==> src/rtl/hmc_pkg.sv <==
// Shared types, codes and helpers for the headlamp mode controller.
// No dependencies; every other file imports this package.
`timescale 1ns / 1ps

package hmc_pkg;

    // Lamp mode codes.
    localparam logic [1:0] MODE_OFF   = 2'd0;
    localparam logic [1:0] MODE_TOP   = 2'd1;
    localparam logic [1:0] MODE_FRONT = 2'd2;
    localparam logic [1:0] MODE_WRAP  = 2'd3;

    // Register indexes on the configuration port (word address bits).
    localparam logic [2:0] REG_DEBOUNCE_LIMIT = 3'd0;
    localparam logic [2:0] REG_PRESCALE_LIMIT = 3'd1;
    localparam logic [2:0] REG_OFF_ARM_UNITS  = 3'd2;
    localparam logic [2:0] REG_IDLE_UNIT_MS   = 3'd3;
    localparam logic [2:0] REG_IDLE_UNITS     = 3'd4;

    // Register reset values.
    localparam logic [7:0] DEBOUNCE_LIMIT_RST = 8'd25;
    localparam logic [7:0] PRESCALE_LIMIT_RST = 8'd25;
    localparam logic [7:0] OFF_ARM_UNITS_RST  = 8'd200;
    localparam logic [7:0] IDLE_UNIT_MS_RST   = 8'd250;
    localparam logic [7:0] IDLE_UNITS_RST     = 8'd20;

    localparam logic [7:0] COUNT_MAX = 8'hFF;

    // Configuration register set handed to the step logic.
    typedef struct packed {
        logic [7:0] debounce_limit;
        logic [7:0] prescale_limit;
        logic [7:0] off_arm_units;
        logic [7:0] idle_unit_ms;
        logic [7:0] idle_units;
    } hmc_cfg_t;

    // One result item.
    typedef struct packed {
        logic       led_top;
        logic       front_led;
        logic       save_strobe;
        logic [1:0] saved_mode;
        logic       sleep_request;
    } hmc_result_t;

    // Saturating increment of an 8-bit counter.
    function automatic logic [7:0] sat_inc(input logic [7:0] v);
        return (v == COUNT_MAX) ? v : v + 8'd1;
    endfunction

endpackage

==> src/rtl/hmc_step.sv <==
// Per-tick state and next-state logic of the headlamp mode controller.
// Depends on hmc_pkg; instantiated by headlamp_mode_controller.
`timescale 1ns / 1ps

module hmc_step (
    input  logic                aclk,
    input  logic                aresetn,
    input  logic                step_en,
    input  logic                key_level,
    input  hmc_pkg::hmc_cfg_t   cfg,
    output hmc_pkg::hmc_result_t result
);
    import hmc_pkg::*;

    logic [7:0] prescale_count_reg, prescale_count_next;
    logic [7:0] long_units_reg, long_units_next;
    logic       stable_key_reg, stable_key_next;
    logic [7:0] debounce_count_reg, debounce_count_next;
    logic       key_held_reg, key_held_next;
    logic       press_pending_reg, press_pending_next;
    logic       off_armed_reg, off_armed_next;
    logic [1:0] lamp_mode_reg, lamp_mode_next;
    logic [1:0] remembered_mode_reg, remembered_mode_next;
    logic [7:0] idle_ms_count_reg, idle_ms_count_next;
    logic [7:0] idle_unit_count_reg, idle_unit_count_next;

    logic [7:0] prescale_inc;
    logic [7:0] long_units_tick;
    logic [7:0] idle_ms_inc;
    logic [7:0] idle_units_tick;
    logic       key_differs;
    logic       pressed;
    logic       press_edge;
    logic       pending_set;
    logic       release_done;
    logic       armed_mid;
    logic [1:0] mode_inc;
    logic       sleep;

    always_comb begin
        // Prescaler that produces long time units.
        prescale_inc = sat_inc(prescale_count_reg);
        if (prescale_inc > cfg.prescale_limit) begin
            prescale_count_next = 8'd0;
            long_units_tick     = sat_inc(long_units_reg);
        end else begin
            prescale_count_next = prescale_inc;
            long_units_tick     = long_units_reg;
        end

        // Idle timer runs only while the lamp is off.
        idle_ms_inc = sat_inc(idle_ms_count_reg);
        if (lamp_mode_reg == MODE_OFF) begin
            if (idle_ms_inc > cfg.idle_unit_ms) begin
                idle_ms_count_next = 8'd0;
                idle_units_tick    = sat_inc(idle_unit_count_reg);
            end else begin
                idle_ms_count_next = idle_ms_inc;
                idle_units_tick    = idle_unit_count_reg;
            end
        end else begin
            idle_ms_count_next = 8'd0;
            idle_units_tick    = 8'd0;
        end

        // Debounce: the stable level follows once the difference outlasts the limit.
        key_differs     = (key_level != stable_key_reg);
        stable_key_next = stable_key_reg;
        key_held_next   = key_held_reg;
        pressed         = ~stable_key_reg;
        press_edge      = 1'b0;
        if (key_differs) begin
            debounce_count_next = sat_inc(debounce_count_reg);
            if (debounce_count_next > cfg.debounce_limit) begin
                stable_key_next     = key_level;
                debounce_count_next = 8'd0;
            end
        end else begin
            debounce_count_next = 8'd0;
            press_edge          = pressed & ~key_held_reg;
            key_held_next       = pressed;
        end

        // A press followed by a release completes one key action.
        pending_set        = press_pending_reg | (key_held_next & press_edge);
        release_done       = ~key_held_next & pending_set;
        press_pending_next = pending_set & ~release_done;

        // Off-arm timer counts while lit, released and not yet armed.
        armed_mid = off_armed_reg;
        if (!key_held_next && lamp_mode_reg != MODE_OFF && !off_armed_reg) begin
            if (long_units_tick >= cfg.off_arm_units) begin
                armed_mid       = 1'b1;
                long_units_next = 8'd0;
            end else begin
                long_units_next = long_units_tick;
            end
        end else begin
            long_units_next = 8'd0;
        end

        // Mode change on a completed key action.
        mode_inc             = lamp_mode_reg + 2'd1;
        lamp_mode_next       = lamp_mode_reg;
        remembered_mode_next = remembered_mode_reg;
        off_armed_next       = armed_mid;
        if (release_done) begin
            if (!armed_mid) begin
                if (remembered_mode_reg != MODE_OFF) begin
                    lamp_mode_next = remembered_mode_reg;
                end else if (mode_inc == MODE_WRAP) begin
                    lamp_mode_next = MODE_OFF;
                end else begin
                    lamp_mode_next = mode_inc;
                end
                remembered_mode_next = MODE_OFF;
            end else begin
                remembered_mode_next = lamp_mode_reg;
                lamp_mode_next       = MODE_OFF;
                off_armed_next       = 1'b0;
            end
        end

        // Sleep request once enough idle units have gone by.
        sleep = (idle_units_tick >= cfg.idle_units);
        idle_unit_count_next = sleep ? 8'd0 : idle_units_tick;

        result.led_top       = (lamp_mode_next == MODE_TOP);
        result.front_led     = (lamp_mode_next == MODE_FRONT);
        result.save_strobe   = release_done;
        result.saved_mode    = release_done ? lamp_mode_next : MODE_OFF;
        result.sleep_request = sleep;
    end

    // State advances once per accepted tick.
    always_ff @(posedge aclk) begin
        if (!aresetn) begin
            prescale_count_reg  <= 8'd0;
            long_units_reg      <= 8'd0;
            stable_key_reg      <= 1'b1;
            debounce_count_reg  <= 8'd0;
            key_held_reg        <= 1'b0;
            press_pending_reg   <= 1'b0;
            off_armed_reg       <= 1'b0;
            lamp_mode_reg       <= MODE_OFF;
            remembered_mode_reg <= MODE_OFF;
            idle_ms_count_reg   <= 8'd0;
            idle_unit_count_reg <= 8'd0;
        end else if (step_en) begin
            prescale_count_reg  <= prescale_count_next;
            long_units_reg      <= long_units_next;
            stable_key_reg      <= stable_key_next;
            debounce_count_reg  <= debounce_count_next;
            key_held_reg        <= key_held_next;
            press_pending_reg   <= press_pending_next;
            off_armed_reg       <= off_armed_next;
            lamp_mode_reg       <= lamp_mode_next;
            remembered_mode_reg <= remembered_mode_next;
            idle_ms_count_reg   <= idle_ms_count_next;
            idle_unit_count_reg <= idle_unit_count_next;
        end
    end

endmodule

==> src/rtl/headlamp_mode_controller.sv <==
// Top level of the headlamp mode controller: stream ports, APB registers,
// result register. Depends on hmc_pkg and hmc_step.
`timescale 1ns / 1ps

// Channel   Direction  Handshake            Payload
// s_        in         s_tvalid / s_tready  s_tdata[0] key_level (raw, 0 = pressed)
// m_        out        m_tvalid / m_tready  m_tdata[5:0] lamp outputs and strobes
// APB       in         psel/penable/pready  five 8-bit registers at 4*i
//
// One input item (one millisecond tick) is taken per clock while s_tready is high;
// each item yields one result item in the next cycle from the result register.
// The input is ready whenever the result register is empty or being drained,
// so a stalled output only blocks the input while a result is waiting.
// aresetn is synchronous, active low; it clears all state except the result data
// register and loads the register defaults.

module headlamp_mode_controller (
    input  logic        aclk,
    input  logic        aresetn,
    // Input items.
    input  logic        s_tvalid,
    output logic        s_tready,
    input  logic [7:0]  s_tdata,   // [0] key_level, [7:1] zero
    // Result items.
    output logic        m_tvalid,
    input  logic        m_tready,
    output logic [7:0]  m_tdata,   // [0] led_top, [1] front_led, [2] save_strobe,
                                   // [4:3] saved_mode, [5] sleep_request, [7:6] zero
    // Configuration port.
    input  logic        psel,
    input  logic        penable,
    input  logic        pwrite,
    input  logic [4:0]  paddr,
    input  logic [31:0] pwdata,
    output logic [31:0] prdata,
    output logic        pready
);
    import hmc_pkg::*;

    hmc_cfg_t    cfg_reg;
    hmc_result_t step_result;
    hmc_result_t result_reg;
    logic        m_tvalid_reg;
    logic        s_accept;
    logic        cfg_write;
    logic [2:0]  reg_index;

    assign pready    = 1'b1;
    assign reg_index = paddr[4:2];
    assign cfg_write = psel & penable & pwrite & pready;

    // Configuration registers.
    always_ff @(posedge aclk) begin
        if (!aresetn) begin
            cfg_reg.debounce_limit <= DEBOUNCE_LIMIT_RST;
            cfg_reg.prescale_limit <= PRESCALE_LIMIT_RST;
            cfg_reg.off_arm_units  <= OFF_ARM_UNITS_RST;
            cfg_reg.idle_unit_ms   <= IDLE_UNIT_MS_RST;
            cfg_reg.idle_units     <= IDLE_UNITS_RST;
        end else if (cfg_write) begin
            case (reg_index)
                REG_DEBOUNCE_LIMIT: cfg_reg.debounce_limit <= pwdata[7:0];
                REG_PRESCALE_LIMIT: cfg_reg.prescale_limit <= pwdata[7:0];
                REG_OFF_ARM_UNITS:  cfg_reg.off_arm_units  <= pwdata[7:0];
                REG_IDLE_UNIT_MS:   cfg_reg.idle_unit_ms   <= pwdata[7:0];
                REG_IDLE_UNITS:     cfg_reg.idle_units     <= pwdata[7:0];
                default: ;
            endcase
        end
    end

    // Register read-back.
    always_comb begin
        case (reg_index)
            REG_DEBOUNCE_LIMIT: prdata = {24'd0, cfg_reg.debounce_limit};
            REG_PRESCALE_LIMIT: prdata = {24'd0, cfg_reg.prescale_limit};
            REG_OFF_ARM_UNITS:  prdata = {24'd0, cfg_reg.off_arm_units};
            REG_IDLE_UNIT_MS:   prdata = {24'd0, cfg_reg.idle_unit_ms};
            REG_IDLE_UNITS:     prdata = {24'd0, cfg_reg.idle_units};
            default:            prdata = 32'd0;
        endcase
    end

    // Input is taken when the result register is free or drains this cycle.
    assign s_tready = ~m_tvalid_reg | m_tready;
    assign s_accept = s_tvalid & s_tready;

    hmc_step u_step (
        .aclk      (aclk),
        .aresetn   (aresetn),
        .step_en   (s_accept),
        .key_level (s_tdata[0]),
        .cfg       (cfg_reg),
        .result    (step_result)
    );

    // Result register.
    always_ff @(posedge aclk) begin
        if (!aresetn) begin
            m_tvalid_reg <= 1'b0;
        end else if (s_accept) begin
            m_tvalid_reg <= 1'b1;
        end else if (m_tready) begin
            m_tvalid_reg <= 1'b0;
        end
    end

    always_ff @(posedge aclk) begin
        if (s_accept) begin
            result_reg <= step_result;
        end
    end

    assign m_tvalid = m_tvalid_reg;
    assign m_tdata  = {2'b00, result_reg.sleep_request, result_reg.saved_mode,
                       result_reg.save_strobe, result_reg.front_led, result_reg.led_top};

    // An accepted item always shows up as a result in the next cycle.
    a_accept_gives_result: assert property (@(posedge aclk) disable iff (!aresetn)
        s_accept |=> m_tvalid)
        else $error("accepted item produced no result");

    // Both LEDs are never driven together.
    a_leds_exclusive: assert property (@(posedge aclk) disable iff (!aresetn)
        m_tvalid |-> !(result_reg.led_top && result_reg.front_led))
        else $error("both LEDs on");

    // A saved mode is reported only with the strobe and matches the LEDs.
    a_saved_mode_consistent: assert property (@(posedge aclk) disable iff (!aresetn)
        m_tvalid |-> ((!result_reg.save_strobe && result_reg.saved_mode == MODE_OFF) ||
                      (result_reg.save_strobe &&
                       result_reg.led_top == (result_reg.saved_mode == MODE_TOP) &&
                       result_reg.front_led == (result_reg.saved_mode == MODE_FRONT))))
        else $error("saved mode inconsistent with strobe or LEDs");

endmodule

==> config.mk <==
export PLATFORM = sky130hd
export DESIGN_NAME = headlamp_mode_controller
export DESIGN_NICKNAME = d
export VERILOG_FILES = /design/src/rtl/hmc_pkg.sv /design/src/rtl/hmc_step.sv /design/src/rtl/headlamp_mode_controller.sv
export SDC_FILE = /design/constraint.sdc
export NUM_CORES = 1
export LEC_CHECK = 0
export BUFFER_PORTS_ARGS = -buffer_cell sky130_fd_sc_hd__buf_4
export CORE_MARGIN = 3
export CORE_UTILIZATION = 30
export CTS_BUF_LIST = sky130_fd_sc_hd__clkbuf_2
export DETAILED_ROUTE_END_ITERATION = 10
export GPL_TIMING_DRIVEN = 0
export SLEW_MARGIN = 15
export SYNTH_ARGS = -nofsm -noshare
export SYNTH_HDL_FRONTEND = slang
export SYNTH_SLANG_ARGS = --single-unit
==> constraint.sdc <==
create_clock -name aclk -period 5.5 [get_ports aclk]
set_input_delay 1.1 -clock aclk [delete_from_list [all_inputs] [get_ports aclk]]
set_output_delay 1.1 -clock aclk [all_outputs]
set_load 0.005 [all_outputs]
==> flow_metrics.env, run 1 <==
export IMPL_dominantRegCellSynth="dfxtp_1"
export IMPL_io_pins=95
export IMPL_share_comb_of_total_power_pct=11.9
export IMPL_power_clock_fraction_pct=29.6
export IMPL_vias_per_cell=5.05
export IMPL_synth_simple_gate_area_share_pct=20.9
export IMPL_count_of_max_cap_constraint_violations=0
export IMPL_max_freq_mhz=198
export IMPL_postCtsResizedCells=0
export IMPL_yosysWarnings=0
export IMPL_postLayoutCellArea_sq_um=6870
export IMPL_largest_family_of_logic_cells_by_synthesized_area="simple AND/OR/NAND/NOR gates"
export IMPL_placement_setup_worst_slack_ns=0.487
export IMPL_crit_required_ns=5.91
export IMPL_fin_ws_ns=0.443
export IMPL_largest_driver_fanout_on_the_critical_path=10
export IMPL_timing_max_slew_rel_slack_pct=50.3
export IMPL_grt_antenna_before_repair=1
export IMPL_floorplan_die_area_sq_um=22000
export IMPL_internal_power_component_mw=0.867
export IMPL_ctsRootBufferMaster="clkbuf_2"
export IMPL_placed_area_sq_um=6750
export IMPL_most_frequent_cells_in_the_layout="dfxtp_1 (88), nand2_1 (81), a21oi_1 (60), buf_4 (60), inv_1 (53)"
export IMPL_synth_area_per_cell_sq_um=7.97
export IMPL_die_x_um=148
export IMPL_pin_count_of_the_biggest_net_entering_global_routing=16
export IMPL_synth_top_cells_by_area="dfxtp_1 (29%), ha_1 (9.3%), mux2i_1 (5.1%)"
export IMPL_detailroute_wirelength_met3_um=895
export IMPL_floorplan_core_area_sq_um=19700
export IMPL_post_layout_net_count=928
export IMPL_cts_post_setup_buffers_inserted=0
export IMPL_critical_setup_path_kind="register to register"
export IMPL_grt_first_pass_wirelength_um=26000
export IMPL_powerDensity_nw_per_um2=177
export IMPL_layout_drive_gt1_share_pct=12.3
export IMPL_worst_slew_pin_transition_ns=0.740
export IMPL_routabilityCongestion=0.856
export IMPL_finalSetupViolCount=0
export IMPL_min_period_over_period_pct=91.9
export IMPL_worst_hold_path_type="register to register"
export IMPL_detail_route_wirelength_met1_um=8010
export IMPL_placed_wire_length_estimate_after_detailed_placement_um=12700
export IMPL_end_kind="register"
export IMPL_postSynth_asyncResetShare_pct=0
export IMPL_initial_core_util_pct=30.8
export IMPL_synth_mux_area_share_pct=5.66
export IMPL_fin_worst_skew_ns=0.0482
export IMPL_synthAdderAreaFrac_pct=9.26
export IMPL_track_usage_pct=14.8
export IMPL_highest_signal_layer="met4"
export IMPL_route_met2_wl_um=7240
export IMPL_ant_nets=0
export IMPL_unrepaired_setup_endpoints_after_global_routing="no"
export IMPL_worst_slack_on_hold_paths_ns=0.501
export IMPL_num_clock_sinks=95
export IMPL_min_period_ns=5.06
export IMPL_numPortBuffers=32
export IMPL_most_common_cell_after_layout_fill_and_taps_aside="dfxtp_1"
export IMPL_synth_seq_cells=95
export IMPL_cts_reportedPaths_clkPinSlew_ns=0.27
export IMPL_startpoint_type="register"
export IMPL_synthesis_area_sq_um=6080
export IMPL_area_growth_syn_to_layout_pct=12.9
export IMPL_cts_buffers_inserted=9
export IMPL_synth_xor_area_share_pct=2.16
export IMPL_power_ir_vdd_worst_mv=0.0737
export IMPL_timing_final_hold_violations=0
export IMPL_synth_top_cell_area_share_pct=29.3
export IMPL_fill_cells=2093
export IMPL_yosysUniqueCellTypes=62
export IMPL_synth_edf_count=6
export IMPL_number_of_buffers_inserted_by_hold_repair_at_cts=0
export IMPL_ctsHtreeMaxLevel=3
export IMPL_wl_per_cell_um=14.9
export IMPL_net_switching_power_mw=0.351
export IMPL_num_vias=5568
export IMPL_rows=51
export IMPL_power_frac_seq_pct=58.6
export IMPL_power_switching_fraction_pct=28.8
export IMPL_largest_register_ff_count=40
export IMPL_first_global_vias=4966
export IMPL_setup_tns_final_ns=0
export IMPL_synth_compound_area_share_pct=20.6
export IMPL_detail_route_first_pass_iterations=5
export IMPL_final_seq_area_sq_um=1960
export IMPL_remaining_drc_errors=0
export IMPL_postLayoutCoreUtil_pct=34.8
export IMPL_final_max_slew_viol_count=0
export IMPL_tritoncts="built"
export IMPL_grt_remaining_overflow=0
export IMPL_clock_latency_ns=0.62
export IMPL_wl_um=16500
export IMPL_status="completed"
export IMPL_drt_first_iter_violations=309
export IMPL_arrival_ns=5.47
export IMPL_ctsLongestPathBuffers=2
export IMPL_total_leakage_power_nw=2.80
export IMPL_synth_yosys_seq_area_share_pct=32.3
export IMPL_multi_input_area_sq_um=3670
export IMPL_netlist_top_cell_by_area="dfxtp_1"
export IMPL_post_synth_inst_count=763
export IMPL_floorplan_die_height_um=148
-- per-layer routing --
layer  GRT usage [%]  vias to the layer above
met5               0                        -
met4            5.36                        0
met3            1.83                       19
met2            23.2                      133
met1            21.1                     2588
li1                -                     2828
-- per-stage QoR --
step | power (mW) | std cells
2_1_floorplan | 0.812 | 788
3_3_place_gp | 0.867 | 1085
3_5_place_dp | 0.869 | 1085
4_1_cts | 1.23 | 1101
5_1_grt | 1.27 | 1102
6_report | 1.22 | 1102
-- worst paths after layout --
| check | startpoint | end | slack (ns) | cells past startpoint |
|---|---|---|---|---|
| max | u_step.prescale_count_reg[0] | m_tdata[0] | 0.44 | 18 |
| min | cfg_reg[34] | cfg_reg[34] | 0.50 | 2 |
| max reg2reg | u_step.prescale_count_reg[0] | m_tdata[0] | 0.44 | 18 |
| min reg2reg | cfg_reg[34] | cfg_reg[34] | 0.50 | 2 |
-- Yosys cell counts (all sizes together), types with 12 or more instances --
cell type,number
a21oi,61
a31oi,26
and3,12
buf,34
clkbuf,27
dfxtp,89
ha,45
inv,53
mux2i,31
nand2,81
nand3,40
nand4,12
nor2,52
nor3,19
o211ai,20
o21ai,32
xnor2,12
-- power by group through the flow --
| stage | Sequential, mW | Combinational [mW] | Clock, mW |
|---|---|---|---|
| finish | 0.714 | 0.145 | 0.360 |
| global route | 0.715 | 0.158 | 0.393 |
| CTS | 0.713 | 0.143 | 0.369 |
| detailed placement | 0.726 | 0.143 | 0 |
| global placement | 0.726 | 0.142 | 0 |
| floorplan | 0.724 | 0.0873 | 0 |
-- final cells by class --
cell class	count	area share (%)
inverters	54	2.95
plain buffers	61	5.05
well taps	265	4.83
flip-flops and latches	95	28.6
repair buffers	32	3.50
clock inverters	6	0.893
multi-input cells	578	53.4
diodes	1	0.0364
clock buffers	10	0.729
-- worst max-delay path: stages (launching register included) --
cell	delay, ns
dfxtp_1	0.54
ha_1	0.34
nand4_1	0.29
mux2_2	0.37
ha_1	0.29
nor2b_1	0.12
o211ai_1	0.08
a21oi_1	0.36
o211a_1	0.31
buf_2	0.24
nand2_1	0.09
xnor2_1	0.14
ha_1	0.29
o21a_1	0.11
a21oi_1	0.07
o31ai_2	0.48
o21a_2	0.32
nor3_1	0.06
a221o_1	0.34
-- logic make-up (layout without fill, tap and decap cells) --
logic type      after synthesis  after routing
fa+ha+maj                    45             45
simple gates                260            260
mux                          34             34
flops                        95             95
buf+inv                     115            163
xor+xnor                     15             15
compound gates              197            197
other cells                   2             28
No activity file was read; power rests on OpenSTA's default activity.
==> run 2, diff against run 1 <==
- clock period: 5.5 -> 6.4 ns (I/O delays scaled with it)
==> flow_metrics.env, run 2 (same netlist as run 1, synthesis figures left out) <==
export IMPL_critical_setup_path_kind="register to register"
export IMPL_postCtsResizedCells=0
export IMPL_largest_register_ff_count=40
export IMPL_power_clock_fraction_pct=29.5
export IMPL_timing_max_slew_rel_slack_pct=51.3
export IMPL_worst_slew_pin_transition_ns=0.725
export IMPL_postLayoutCellArea_sq_um=6860
export IMPL_ff2ff_setup_slack_ns=1.34
export IMPL_crit_slowest_cell="dfxtp_1"
export IMPL_timing_critical_path_slowest_cell_delay_ns=0.48
export IMPL_first_global_vias=4966
export IMPL_placed_area_sq_um=6750
export IMPL_area_growth_syn_to_layout_pct=12.8
export IMPL_cts_post_setup_buffers_inserted=0
export IMPL_power_switching_fraction_pct=28.7
export IMPL_net_switching_power_mw=0.300
export IMPL_num_clock_sinks=95
export IMPL_most_common_cell_after_layout_fill_and_taps_aside="dfxtp_1"
export IMPL_ant_nets=0
export IMPL_ctsLongestPathBuffers=2
export IMPL_timing_final_hold_violations=0
export IMPL_total_leakage_power_nw=2.80
export IMPL_powerDensity_nw_per_um2=152
export IMPL_io_pins=95
export IMPL_crit_required_ns=6.95
export IMPL_startpoint_type="register"
export IMPL_min_period_over_period_pct=79.1
export IMPL_post_layout_net_count=928
export IMPL_floorplan_die_area_sq_um=22000
export IMPL_pin_count_of_the_biggest_net_entering_global_routing=16
export IMPL_crit_cells=22
export IMPL_power_ir_vdd_worst_mv=0.0633
export IMPL_floorplan_die_height_um=148
export IMPL_crit_buf_inv=2
export IMPL_num_vias=5566
export IMPL_numPortBuffers=32
export IMPL_cp_common_cell="ha_1"
export IMPL_cts_reportedPaths_clkPinSlew_ns=0.26
export IMPL_cts_buffers_inserted=9
export IMPL_end_kind="register"
export IMPL_clock_latency_ns=0.61
export IMPL_track_usage_pct=14.8
export IMPL_internal_power_component_mw=0.745
export IMPL_grt_antenna_before_repair=1
export IMPL_drt_first_iter_violations=312
export IMPL_layout_drive_gt1_share_pct=12.1
export IMPL_max_freq_mhz=198
export IMPL_grt_first_pass_wirelength_um=26000
export IMPL_wl_um=16400
export IMPL_remaining_drc_errors=0
export IMPL_routabilityCongestion=0.856
export IMPL_worst_hold_path_num_cells=2
export IMPL_count_of_max_cap_constraint_violations=0
export IMPL_wl_per_cell_um=14.9
export IMPL_post_layout_total_power_mw=1.05
export IMPL_worst_slack_on_hold_paths_ns=0.499
export IMPL_critical_path_cell_chain="ha_1 > nand2_1 > nor2_1 > nand3_1 > nand3_1 > o21a_1 > ha_1 > a211oi_1 > nor2_1 > or2_2 > o211ai_1 > buf_2 > xnor2_1 > nand2_1 > ha_1 > nand2b_1 > a2111oi_0 > nor3_1 > nor4_4 > buf_4 > o21ai_0 > a31oi_1"
export IMPL_worst_hold_path_type="register to register"
export IMPL_die_x_um=148
export IMPL_detail_route_first_pass_iterations=5
export IMPL_largest_driver_fanout_on_the_critical_path=10
export IMPL_fin_worst_skew_ns=0.0409
export IMPL_arrival_ns=5.62
export IMPL_ctsHtreeMaxLevel=3
export IMPL_tritoncts="built"
export IMPL_placed_wire_length_estimate_after_detailed_placement_um=12700
export IMPL_status="completed"
export IMPL_fill_cells=2091
export IMPL_finalSetupViolCount=0
export IMPL_ctsRootBufferMaster="clkbuf_2"
export IMPL_cpLargestDelayFamily="simple AND/OR/NAND/NOR gates"
export IMPL_initial_core_util_pct=30.8
export IMPL_rows=51
export IMPL_grt_remaining_overflow=0
export IMPL_setup_tns_final_ns=0
export IMPL_power_frac_seq_pct=58.6
export IMPL_number_of_buffers_inserted_by_hold_repair_at_cts=0
export IMPL_most_frequent_cells_in_the_layout="dfxtp_1 (89), nand2_1 (81), a21oi_1 (60), buf_4 (60), inv_1 (53)"
export IMPL_unrepaired_setup_endpoints_after_global_routing="no"
export IMPL_min_period_ns=5.06
export IMPL_floorplan_core_area_sq_um=19700
export IMPL_ff2ff_path_depth=22
export IMPL_share_comb_of_total_power_pct=11.9
export IMPL_vias_per_cell=5.05
export IMPL_final_max_slew_viol_count=0
-- run 2: cell counts in the layout (fill, tap and decap cells not counted) --
Identical to the previous run, type by type.
-- run 2: metrics by stage --
stage	utilization (%)	cells	worst slack [ns]
2_1_floorplan	-	788	2.10
3_3_place_gp	34.2	1085	1.46
3_5_place_dp	34.2	1085	1.39
4_1_cts	34.8	1101	1.30
5_1_grt	34.8	1102	0.690
6_report	34.8	1102	1.34
-- run 2: final timing paths --
check,from,end
max,u_step.idle_ms_count_reg[0],u_step.idle_unit_count_reg[5]
min,cfg_reg[34],cfg_reg[34]
max reg2reg,u_step.idle_ms_count_reg[0],u_step.idle_unit_count_reg[5]
min reg2reg,cfg_reg[34],cfg_reg[34]
-- run 2: power groups by stage --
stage	clock (mW)	combinational, mW	sequential [mW]
after detailed placement	0	0.123	0.624
after floorplan	0	0.0751	0.622
final	0.308	0.124	0.613
after global routing	0.338	0.136	0.615
after CTS	0.317	0.123	0.613
after global placement	0	0.122	0.624
-- run 2: worst min-delay path, delay by kind of cell (launching register included) --
family,cells,cell delay (ns)
flip-flops,1,0.38
AND/OR/NAND/NOR,1,0.06
AO/OA/AOI/OAI,1,0.05
-- run 2: cell type report --
cell class              count  area (sq um)  share of cell area [%]
clock buffers              10          50.0                   0.729
clock inverters             6          61.3                   0.894
flip-flops and latches     95          1960                    28.6
diodes                      1          2.50                  0.0365
plain buffers              61           347                    5.05
multi-input cells         578          3660                    53.4
repair buffers             32           240                    3.50
well taps                 265           332                    4.83
inverters                  54           203                    2.95
-- run 2: routing by layer --
| layer | wire [um] | GRT usage (%) | share of wire (%) |
|---|---|---|---|
| met2 | 7230 | 23.2 | 44 |
| met1 | 8040 | 21.1 | 49 |
| met4 | 314 | 5.36 | 1.9 |
| met5 | 0 | 0 | 0 |
| met3 | 840 | 1.83 | 5.1 |
